$ cat src/rtl/core/vsir_pkg.sv
package vsir_pkg;

  localparam int SAMPLE_BITS   = 16;
  localparam int FRACTION_BITS = 16;
  localparam int CHANNEL_COUNT = 2;
  localparam int CH_BITS       = 1;
  localparam int PHASE_BITS    = FRACTION_BITS + 2;
  localparam int MAX_RESULTS   = 10;
  localparam int CNT_BITS      = $clog2(MAX_RESULTS + 1);
  // accumulator wide enough for the cubic intermediate terms
  localparam int ACC_BITS      = SAMPLE_BITS + 5;
  localparam int PROD_BITS     = ACC_BITS + FRACTION_BITS + 1;
  localparam int QUEUE_DEPTH   = 2;

  localparam int CFG_IDX_BITS  = 1;
  localparam int CFG_DATA_BITS = PHASE_BITS;
  localparam int MODE_BITS     = 2;

  localparam logic [CFG_IDX_BITS-1:0] REG_SPEED_STEP  = 1'd0;
  localparam logic [CFG_IDX_BITS-1:0] REG_INTERP_MODE = 1'd1;

  localparam logic [MODE_BITS-1:0] MODE_NEAREST = 2'd0;
  localparam logic [MODE_BITS-1:0] MODE_LINEAR  = 2'd1;
  localparam logic [MODE_BITS-1:0] MODE_CUBIC   = 2'd2;

  localparam logic [PHASE_BITS-1:0] PH_ONE        = PHASE_BITS'(1) << FRACTION_BITS;
  localparam logic [PHASE_BITS-1:0] PH_START      = PHASE_BITS'(2) << FRACTION_BITS;
  localparam logic [PHASE_BITS-1:0] STEP_RESET    = PH_ONE;

  typedef struct packed {
    logic signed [SAMPLE_BITS-1:0] in_sample;
    logic [CH_BITS-1:0]            in_channel;
  } in_item_t;

  typedef struct packed {
    logic signed [SAMPLE_BITS-1:0] out_sample;
    logic [CH_BITS-1:0]            out_channel;
    logic                          last_of_run;
  } out_item_t;

  typedef enum logic [2:0] {
    ST_IDLE,
    ST_CHECK,
    ST_MUL1,
    ST_MUL2,
    ST_MUL3,
    ST_FIN,
    ST_EMIT
  } back_state_t;

endpackage

$ cat src/rtl/core/vsir_front.sv
module vsir_front (
  input  logic               clk,
  input  logic               rst_n,
  input  logic               in_push,
  input  vsir_pkg::in_item_t in_item,
  output logic               in_full,
  output vsir_pkg::in_item_t fq_item,
  output logic               fq_valid,
  input  logic               bk_pop
);
  import vsir_pkg::*;

  localparam int PTR_BITS = $clog2(QUEUE_DEPTH);

  in_item_t              mem_r [QUEUE_DEPTH];
  logic [PTR_BITS-1:0]   wr_ptr_r, wr_ptr_nxt;
  logic [PTR_BITS-1:0]   rd_ptr_r, rd_ptr_nxt;
  logic [PTR_BITS:0]     cnt_r, cnt_nxt;
  logic                  accept, wr_en, rd_en;

  assign in_full  = (cnt_r == (PTR_BITS + 1)'(QUEUE_DEPTH));
  assign fq_valid = (cnt_r != '0);
  assign fq_item  = mem_r[rd_ptr_r];

  // items for a channel outside the configured set are dropped here
  assign accept = in_push && !in_full;
  assign wr_en  = accept && (int'(in_item.in_channel) < CHANNEL_COUNT);
  assign rd_en  = bk_pop && fq_valid;

  always_comb begin
    wr_ptr_nxt = wr_en ? PTR_BITS'(wr_ptr_r + 1'b1) : wr_ptr_r;
    rd_ptr_nxt = rd_en ? PTR_BITS'(rd_ptr_r + 1'b1) : rd_ptr_r;
    cnt_nxt    = cnt_r;
    if (wr_en && !rd_en) begin
      cnt_nxt = cnt_r + 1'b1;
    end else if (!wr_en && rd_en) begin
      cnt_nxt = cnt_r - 1'b1;
    end
  end

  always_ff @(posedge clk) begin
    if (!rst_n) begin
      wr_ptr_r <= '0;
      rd_ptr_r <= '0;
      cnt_r    <= '0;
    end else begin
      wr_ptr_r <= wr_ptr_nxt;
      rd_ptr_r <= rd_ptr_nxt;
      cnt_r    <= cnt_nxt;
    end
  end

  always_ff @(posedge clk) begin
    if (wr_en) begin
      mem_r[wr_ptr_r] <= in_item;
    end
  end

endmodule

$ cat src/rtl/core/vsir_back.sv
module vsir_back (
  input  logic                                clk,
  input  logic                                rst_n,
  input  vsir_pkg::in_item_t                  fq_item,
  input  logic                                fq_valid,
  output logic                                bk_pop,
  output vsir_pkg::out_item_t                 bk_item,
  output logic                                bk_push,
  input  logic                                oq_full,
  input  logic [vsir_pkg::PHASE_BITS-1:0]     speed_step,
  input  logic [vsir_pkg::MODE_BITS-1:0]      interp_mode
);
  import vsir_pkg::*;

  localparam int MW = ACC_BITS;
  localparam int PW = PROD_BITS;
  localparam logic signed [PW:0] HALF_A = (PW + 1)'(1) << (FRACTION_BITS - 1);
  localparam logic signed [PW:0] HALF_B = (PW + 1)'(1) << FRACTION_BITS;

  function automatic logic signed [SAMPLE_BITS-1:0] sat_acc(input logic signed [MW-1:0] v);
    logic signed [SAMPLE_BITS-1:0] r;
    if (v[MW-1:SAMPLE_BITS-1] == '0 || v[MW-1:SAMPLE_BITS-1] == '1) begin
      r = v[SAMPLE_BITS-1:0];
    end else if (v[MW-1]) begin
      r = {1'b1, {(SAMPLE_BITS-1){1'b0}}};
    end else begin
      r = {1'b0, {(SAMPLE_BITS-1){1'b1}}};
    end
    return r;
  endfunction

  back_state_t st_r, st_nxt;

  logic signed [SAMPLE_BITS-1:0] hist_r  [CHANNEL_COUNT][4];
  logic [PHASE_BITS-1:0]         phase_r [CHANNEL_COUNT];

  logic signed [SAMPLE_BITS-1:0] win_r [4];
  logic signed [SAMPLE_BITS-1:0] win_nxt [4];
  logic [PHASE_BITS-1:0]         ph_r, ph_nxt;
  logic [CNT_BITS-1:0]           cnt_r, cnt_nxt;
  logic [CH_BITS-1:0]            ch_r, ch_nxt;
  logic signed [PW-1:0]          prod_r, prod_nxt;
  logic signed [SAMPLE_BITS-1:0] res_r, res_nxt;

  logic                          hist_we, phase_we;
  logic [PHASE_BITS-1:0]         phase_wb, ph_adv;
  logic [PHASE_BITS:0]           ph_sum;
  logic                          run_more, last;

  logic signed [MW-1:0]          e0, e1, e2, e3;
  logic signed [MW-1:0]          s1, c2, mop, lin_sum, cub_sum;
  logic signed [MW-1:0]          r16, r17;
  logic signed [PW:0]            rnd_a, rnd_b;
  logic signed [FRACTION_BITS:0] xs;

  assign e0 = MW'(win_r[0]);
  assign e1 = MW'(win_r[1]);
  assign e2 = MW'(win_r[2]);
  assign e3 = MW'(win_r[3]);
  assign s1 = MW'(3 * (e1 - e2) + e3 - e0);
  assign c2 = MW'(2 * e0 - 5 * e1 + 4 * e2 - e3);

  // floor((p + half) / 2^s), taken as bit slices of the rounded product
  assign rnd_a = {prod_r[PW-1], prod_r} + HALF_A;
  assign rnd_b = {prod_r[PW-1], prod_r} + HALF_B;
  assign r16   = rnd_a[FRACTION_BITS +: MW];
  assign r17   = rnd_b[FRACTION_BITS + 1 +: MW];

  assign xs      = {1'b0, ph_r[FRACTION_BITS-1:0]};
  assign lin_sum = e1 + r16;
  assign cub_sum = e1 + r17;

  assign ph_sum   = {1'b0, ph_r} + {1'b0, speed_step};
  assign ph_adv   = ph_sum[PHASE_BITS] ? '1 : ph_sum[PHASE_BITS-1:0];
  assign run_more = (ph_r < PH_ONE) && (cnt_r < CNT_BITS'(MAX_RESULTS));
  assign last     = (ph_adv >= PH_ONE) || (cnt_r == CNT_BITS'(MAX_RESULTS - 1));
  assign phase_wb = (ph_r >= PH_ONE) ? (ph_r - PH_ONE) : '0;

  assign bk_item.out_sample  = res_r;
  assign bk_item.out_channel = ch_r;
  assign bk_item.last_of_run = last;

  always_comb begin
    st_nxt   = st_r;
    win_nxt  = win_r;
    ph_nxt   = ph_r;
    cnt_nxt  = cnt_r;
    ch_nxt   = ch_r;
    res_nxt  = res_r;
    mop      = s1;
    bk_pop   = 1'b0;
    bk_push  = 1'b0;
    hist_we  = 1'b0;
    phase_we = 1'b0;
    unique case (st_r)
      ST_IDLE: begin
        if (fq_valid) begin
          bk_pop     = 1'b1;
          hist_we    = 1'b1;
          win_nxt[0] = hist_r[fq_item.in_channel][1];
          win_nxt[1] = hist_r[fq_item.in_channel][2];
          win_nxt[2] = hist_r[fq_item.in_channel][3];
          win_nxt[3] = fq_item.in_sample;
          ph_nxt     = phase_r[fq_item.in_channel];
          ch_nxt     = fq_item.in_channel;
          cnt_nxt    = '0;
          st_nxt     = ST_CHECK;
        end
      end
      ST_CHECK: begin
        if (run_more) begin
          if (interp_mode == MODE_NEAREST) begin
            st_nxt = ST_FIN;
          end else begin
            st_nxt = ST_MUL1;
          end
        end else begin
          phase_we = 1'b1;
          st_nxt   = ST_IDLE;
        end
      end
      ST_MUL1: begin
        if (interp_mode == MODE_LINEAR) begin
          mop    = e2 - e1;
          st_nxt = ST_FIN;
        end else begin
          mop    = s1;
          st_nxt = ST_MUL2;
        end
      end
      ST_MUL2: begin
        mop    = c2 + r16;
        st_nxt = ST_MUL3;
      end
      ST_MUL3: begin
        mop    = (e2 - e0) + r16;
        st_nxt = ST_FIN;
      end
      ST_FIN: begin
        case (interp_mode)
          MODE_NEAREST: res_nxt = ph_r[FRACTION_BITS-1] ? win_r[2] : win_r[1];
          MODE_LINEAR:  res_nxt = sat_acc(lin_sum);
          default:      res_nxt = sat_acc(cub_sum);
        endcase
        st_nxt = ST_EMIT;
      end
      ST_EMIT: begin
        if (!oq_full) begin
          bk_push = 1'b1;
          ph_nxt  = ph_adv;
          cnt_nxt = cnt_r + 1'b1;
          st_nxt  = ST_CHECK;
        end
      end
      default: st_nxt = ST_IDLE;
    endcase
  end

  assign prod_nxt = PW'(xs) * PW'(mop);

  always_ff @(posedge clk) begin
    if (!rst_n) begin
      st_r  <= ST_IDLE;
      cnt_r <= '0;
      for (int c = 0; c < CHANNEL_COUNT; c++) begin
        phase_r[c] <= PH_START;
        for (int k = 0; k < 4; k++) begin
          hist_r[c][k] <= '0;
        end
      end
    end else begin
      st_r  <= st_nxt;
      cnt_r <= cnt_nxt;
      if (hist_we) begin
        for (int k = 0; k < 4; k++) begin
          hist_r[fq_item.in_channel][k] <= win_nxt[k];
        end
      end
      if (phase_we) begin
        phase_r[ch_r] <= phase_wb;
      end
    end
  end

  always_ff @(posedge clk) begin
    win_r  <= win_nxt;
    ph_r   <= ph_nxt;
    ch_r   <= ch_nxt;
    prod_r <= prod_nxt;
    res_r  <= res_nxt;
  end

endmodule

$ cat src/rtl/core/vsir_out_q.sv
module vsir_out_q (
  input  logic                clk,
  input  logic                rst_n,
  input  vsir_pkg::out_item_t bk_item,
  input  logic                bk_push,
  output logic                oq_full,
  output vsir_pkg::out_item_t out_item,
  output logic                out_empty,
  input  logic                out_pop
);
  import vsir_pkg::*;

  localparam int PTR_BITS = $clog2(QUEUE_DEPTH);

  out_item_t             mem_r [QUEUE_DEPTH];
  logic [PTR_BITS-1:0]   wr_ptr_r, wr_ptr_nxt;
  logic [PTR_BITS-1:0]   rd_ptr_r, rd_ptr_nxt;
  logic [PTR_BITS:0]     cnt_r, cnt_nxt;
  logic                  wr_en, rd_en;

  assign oq_full   = (cnt_r == (PTR_BITS + 1)'(QUEUE_DEPTH));
  assign out_empty = (cnt_r == '0);
  assign out_item  = mem_r[rd_ptr_r];
  assign wr_en     = bk_push && !oq_full;
  assign rd_en     = out_pop && !out_empty;

  always_comb begin
    wr_ptr_nxt = wr_en ? PTR_BITS'(wr_ptr_r + 1'b1) : wr_ptr_r;
    rd_ptr_nxt = rd_en ? PTR_BITS'(rd_ptr_r + 1'b1) : rd_ptr_r;
    cnt_nxt    = cnt_r;
    if (wr_en && !rd_en) begin
      cnt_nxt = cnt_r + 1'b1;
    end else if (!wr_en && rd_en) begin
      cnt_nxt = cnt_r - 1'b1;
    end
  end

  always_ff @(posedge clk) begin
    if (!rst_n) begin
      wr_ptr_r <= '0;
      rd_ptr_r <= '0;
      cnt_r    <= '0;
    end else begin
      wr_ptr_r <= wr_ptr_nxt;
      rd_ptr_r <= rd_ptr_nxt;
      cnt_r    <= cnt_nxt;
    end
  end

  always_ff @(posedge clk) begin
    if (wr_en) begin
      mem_r[wr_ptr_r] <= bk_item;
    end
  end

endmodule

$ cat src/rtl/core/variable_speed_interpolating_resampler.sv
// Channel   Ports                          Transfer
// input     in_push, in_full, in_item      push && !full
// result    out_pop, out_empty, out_item   pop && !empty
// config    cfg_we, cfg_idx, cfg_wdata     we high, no wait
//
// Each item is loaded into its window at idle and closed by a final check; per
// result the back end runs check, finish and emit, adding the first multiply step
// (linear) or the Horner steps in turn (cubic) on its single shared multiplier.
// Synchronous active-low reset: history zero, read position at start, queues empty.
// A two-entry item queue sits in front of the back end, a two-entry result
// queue behind it; a full result queue holds the back end in its emit step.
module variable_speed_interpolating_resampler (
  input  logic                                 clk,
  input  logic                                 rst_n,
  input  logic                                 in_push,
  input  vsir_pkg::in_item_t                   in_item,
  output logic                                 in_full,
  output vsir_pkg::out_item_t                  out_item,
  output logic                                 out_empty,
  input  logic                                 out_pop,
  input  logic                                 cfg_we,
  input  logic [vsir_pkg::CFG_IDX_BITS-1:0]    cfg_idx,
  input  logic [vsir_pkg::CFG_DATA_BITS-1:0]   cfg_wdata
);
  import vsir_pkg::*;

  logic [PHASE_BITS-1:0] speed_step_r;
  logic [MODE_BITS-1:0]  interp_mode_r;

  in_item_t  fq_item;
  logic      fq_valid, bk_pop;
  out_item_t bk_item;
  logic      bk_push, oq_full;

  always_ff @(posedge clk) begin
    if (!rst_n) begin
      speed_step_r  <= STEP_RESET;
      interp_mode_r <= MODE_CUBIC;
    end else if (cfg_we) begin
      unique case (cfg_idx)
        REG_SPEED_STEP:  speed_step_r  <= cfg_wdata[PHASE_BITS-1:0];
        REG_INTERP_MODE: interp_mode_r <= cfg_wdata[MODE_BITS-1:0];
        default: ;
      endcase
    end
  end

  vsir_front u_front (
    .clk      (clk),
    .rst_n    (rst_n),
    .in_push  (in_push),
    .in_item  (in_item),
    .in_full  (in_full),
    .fq_item  (fq_item),
    .fq_valid (fq_valid),
    .bk_pop   (bk_pop)
  );

  vsir_back u_back (
    .clk         (clk),
    .rst_n       (rst_n),
    .fq_item     (fq_item),
    .fq_valid    (fq_valid),
    .bk_pop      (bk_pop),
    .bk_item     (bk_item),
    .bk_push     (bk_push),
    .oq_full     (oq_full),
    .speed_step  (speed_step_r),
    .interp_mode (interp_mode_r)
  );

  vsir_out_q u_out_q (
    .clk       (clk),
    .rst_n     (rst_n),
    .bk_item   (bk_item),
    .bk_push   (bk_push),
    .oq_full   (oq_full),
    .out_item  (out_item),
    .out_empty (out_empty),
    .out_pop   (out_pop)
  );

  a_push_room: assert property (@(posedge clk) disable iff (!rst_n)
    bk_push |-> !oq_full)
    else $error("result pushed into a full queue");

  a_pop_valid: assert property (@(posedge clk) disable iff (!rst_n)
    bk_pop |-> fq_valid)
    else $error("back end took an item from an empty queue");

  a_reset_empty: assert property (@(posedge clk)
    !rst_n |=> out_empty && !in_full)
    else $error("queues not empty after reset");

endmodule
$ cat config.mk
export PLATFORM = sky130hd
export DESIGN_NAME = variable_speed_interpolating_resampler
export DESIGN_NICKNAME = d
export VERILOG_FILES = /design/src/rtl/core/vsir_pkg.sv /design/src/rtl/core/vsir_front.sv /design/src/rtl/core/vsir_back.sv /design/src/rtl/core/vsir_out_q.sv /design/src/rtl/core/variable_speed_interpolating_resampler.sv
export SDC_FILE = /design/constraint.sdc
export NUM_CORES = 2
export LEC_CHECK = 0
export CAP_MARGIN = 20
export CORE_ASPECT_RATIO = 0.8
export CORE_MARGIN = 2
export CORE_UTILIZATION = 55
export CTS_BUF_LIST = sky130_fd_sc_hd__clkbuf_8 sky130_fd_sc_hd__clkbuf_16
export DETAILED_ROUTE_END_ITERATION = 16
export DONT_BUFFER_PORTS = 1
export GPL_TIMING_DRIVEN = 0
export PLACE_DENSITY = 0.73
export SLEW_MARGIN = 20
export SYNTH_ARGS = -nofsm -noshare
export SYNTH_HDL_FRONTEND = slang
export SYNTH_SLANG_ARGS = --single-unit
$ cat constraint.sdc
create_clock -name clk -period 10.55 [get_ports clk]
set_input_delay 2.11 -clock clk [delete_from_list [all_inputs] [get_ports clk]]
set_output_delay 2.11 -clock clk [all_outputs]
set_load 0.02 [all_outputs]
==> results.toml <==
[clocking]
cts-buffers-inserted = 37
postCtsHoldBufs = 0
clk_path_buf_depth = 3
cts-root-buf = "clkbuf_16"
cts_tree = "yes"
clock_sinks = 361
h-tree-depth = 2
path_clk_slew_ps = 60
worstSkewPairLatency_ps = 590

[route]
firstDrtPassIters = 7
drcViolationCount = 0
wl_per_cell_um = 20.67
viasPerCell = 5.782
finalWirelength_mm = 107.1
drtIter0Drc = 3245
routed-via-count = 29940
antenna_left = 0

[timing]
period_needed_ps = 11300
setup_slack_ps = -749.4
clock.fmax_mhz = 88.50
final.setup_skew_ps = 35.14
rsz0062_at_grt = "yes"
tightest_slew_ps = 1237
min_period_over_period_pct = 107.1
report.final.slew_viol_count = 0
slew_headroom_pct = 16.94
report.final.setup_viol = 20
finalHoldViolCount = 0
tns_ps = -7332
timing.hold.ws_ps = 446.2

[yosys]
syn-num-nets = 4854
yosysSeqAreaShare_pct = 25.59
synth.distinct_cells = 95
synth_area_leader_cell = "fa_1"
async_flop_share_pct = 0
ys_ff_latch = 361
ys.flop_type = "edfxtp_1"
netlist_area_um2 = 38140
synth_edf_count = 253
synth_cells = 4050
synth_area_leaders = "fa_1 23%, edfxtp_1 20%, ha_1 11%"
avgSynthCellArea_um2 = 9.417
synth_warnings = 0
synth_top_area_share_pct = 23.04

[status]
violations = "negative setup slack"
outcome = "finished with violations"

[placed_design]
place_hpwl_mm = 84.51
io_buffers = 0
gp_congestion = 0.9731
place_area_um2 = 39730

[worst_setup_path]
critical_path.max_stage_delay_ps = 530
crit_required_ps = 11030
worstSetupPathType = "reg -> reg"
end_kind = "flip-flop"
cp_max_fo = 7
critical_path.slowest_cell = "fa_1"
r2r_start = "u_back.prod_r[16]$_DFF_P_"
start_kind = "flip-flop"
rr_endpoint = "u_back.prod_r[37]$_DFF_P_"
r2r_cells = 45
worstPathArrival_ps = 11770
r2r_slack_ps = -750
crit_top_cell = "fa_1"

[global_route]
grt_usage_pct = 30.35
overflow = 0
grt_max_degree = 22
grt_pass1_vias = 29380
grt_pass1_wl_mm = 167.8
antenna_found_initial = 0

[die]
start_util_pct = 55.47
ios = 61
coreArea_um2 = 68760
die-width_um = 298.4
placementRows = 86
die_h_um = 239.5
dieArea_um2 = 71480

[run]
maxCapViolCount = 0

[hold_path]
whs_endpoint = "u_out_q.mem_r[1][4]$_DFFE_PP_"
hold_class = "reg -> reg"
hold_path_depth = 0
min_from = "u_back.res_r[2]$_DFFE_PN_"

[cells_and_area]
fin_nets = 5030
num_antenna_cells = 0
multi_input_area_um2 = 26920
stdcell_area_um2 = 43520
fin_util_pct = 63.29
register_area_um2 = 9808
area_growth_pct = 14.10
fillers = 5479
drive_gt1_share_pct = 12.46
## routing by layer
metal  share of wire, %  up-vias  global-route usage (%)
met5                  0        -                       0
met4                3.0        0                   8.330
met3                 10      177                   6.404
met2                 43     1319                   44.68
met1                 44    14840                   45.26
li1                   -    13600                       -
## cells in the mapped netlist, types with 108 or more instances
master / count
edfxtp_1: 253
ha_1: 324
clkbuf_1: 126
nand2_1: 497
a21oi_1: 150
nor2_1: 220
dfxtp_1: 108
xnor2_1: 139
and2_1: 202
o21ai_0: 159
inv_1: 652
fa_1: 439
## final cells by class
type / instances / area share [%]
buffer: 136 / 1.593
clock buffer: 40 / 2.222
clock inverter: 28 / 0.5894
inverter: 653 / 5.638
multi-input combinational: 2890 / 61.86
sequential: 361 / 22.54
tap: 924 / 2.657
timing repair buffer: 147 / 2.898
## stage by stage
step | worst slack [ps] | instances
2_1_floorplan | 3.167 | 4050
3_3_place_gp | -2479 | 4974
3_5_place_dp | -2655 | 4985
4_1_cts | -730.0 | 5134
5_1_grt | -1069 | 5179
6_report | -749.4 | 5179
## flip-flops by register name, summed over array words and instances, names as in the netlist, named ones only
| name | flops |
|---|---|
| u_back.ph_r | 18 |
| u_front.wr_ptr_r | 1 |
| u_back.e2 | 16 |
| u_front.cnt_r | 2 |
| u_front.rd_ptr_r | 1 |
| u_back.phase_r | 36 |
| u_back.st_r | 3 |
| speed_step_r | 18 |
| u_out_q.rd_ptr_r | 1 |
| u_back.ch_r | 1 |
| u_back.e1 | 16 |
| u_back.cnt_r | 4 |
| u_out_q.cnt_r | 2 |
| u_back.e3 | 16 |
| u_front.mem_r | 34 |
| u_out_q.wr_ptr_r | 1 |
| u_out_q.mem_r | 36 |
| u_back.prod_r | 23 |
| u_back.hist_r | 96 |
| u_back.res_r | 16 |
| interp_mode_r | 2 |
## repair_timing
action                                  CTS  global route
pin swaps                                91            91
gates cloned                              1             1
resized for setup                       240           103
endpoints found under the setup margin   23            21
setup buffers                            88            48
## kinds of logic after synthesis
| logic type | after synthesis | synth area share [%] |
|---|---|---|
| buffers and inverters | 799 | 7.932 |
| AOI/OAI and AO/OA | 634 | 10.74 |
| and+or+nand+nor | 1193 | 14.78 |
| DFF | 361 | 25.59 |
| xor gates and xnor gates | 218 | 5.045 |
| adders and majority gates | 769 | 33.83 |
| muxes | 76 | 2.083 |
## placed cells by master, fill, tap and decap left out, drive strengths merged, types with 78 or more instances in the layout
cell type and count:
inv 663, nand2 498, fa 439, ha 324
edfxtp 253, nor2 220, and2 204, o21ai 176
buf 169, clkbuf 154, a21oi 151, xnor2 140
dfxtp 108, xor2 78
## how the worst max path moves through the flow
| stage | from | end | cells after the start |
|---|---|---|---|
| floorplan | u_back.prod_r[17]$_DFF_P_ | u_back.prod_r[37]$_DFF_P_ | 45 |
| global placement | u_back.prod_r[16]$_DFF_P_ | u_back.prod_r[37]$_DFF_P_ | 42 |
| detailed placement | u_back.prod_r[16]$_DFF_P_ | u_back.prod_r[37]$_DFF_P_ | 42 |
| CTS | u_back.prod_r[17]$_DFF_P_ | u_back.prod_r[37]$_DFF_P_ | 45 |
| global route | u_back.prod_r[16]$_DFF_P_ | u_back.prod_r[37]$_DFF_P_ | 45 |
| finish | u_back.prod_r[16]$_DFF_P_ | u_back.prod_r[37]$_DFF_P_ | 45 |
## critical path: cells and delay by family (launching register included)
family          cells  cell delay (ps)
simple gates        9             1800
fa+ha+maj          13             5370
flops               1              370
buf+inv             7              670
xor+xnor            3              580
compound gates     13             2380
Power is left out: the tool's default activity adds up to more than one toggle a clock period on the data nets, which glitch-free logic cannot reach.
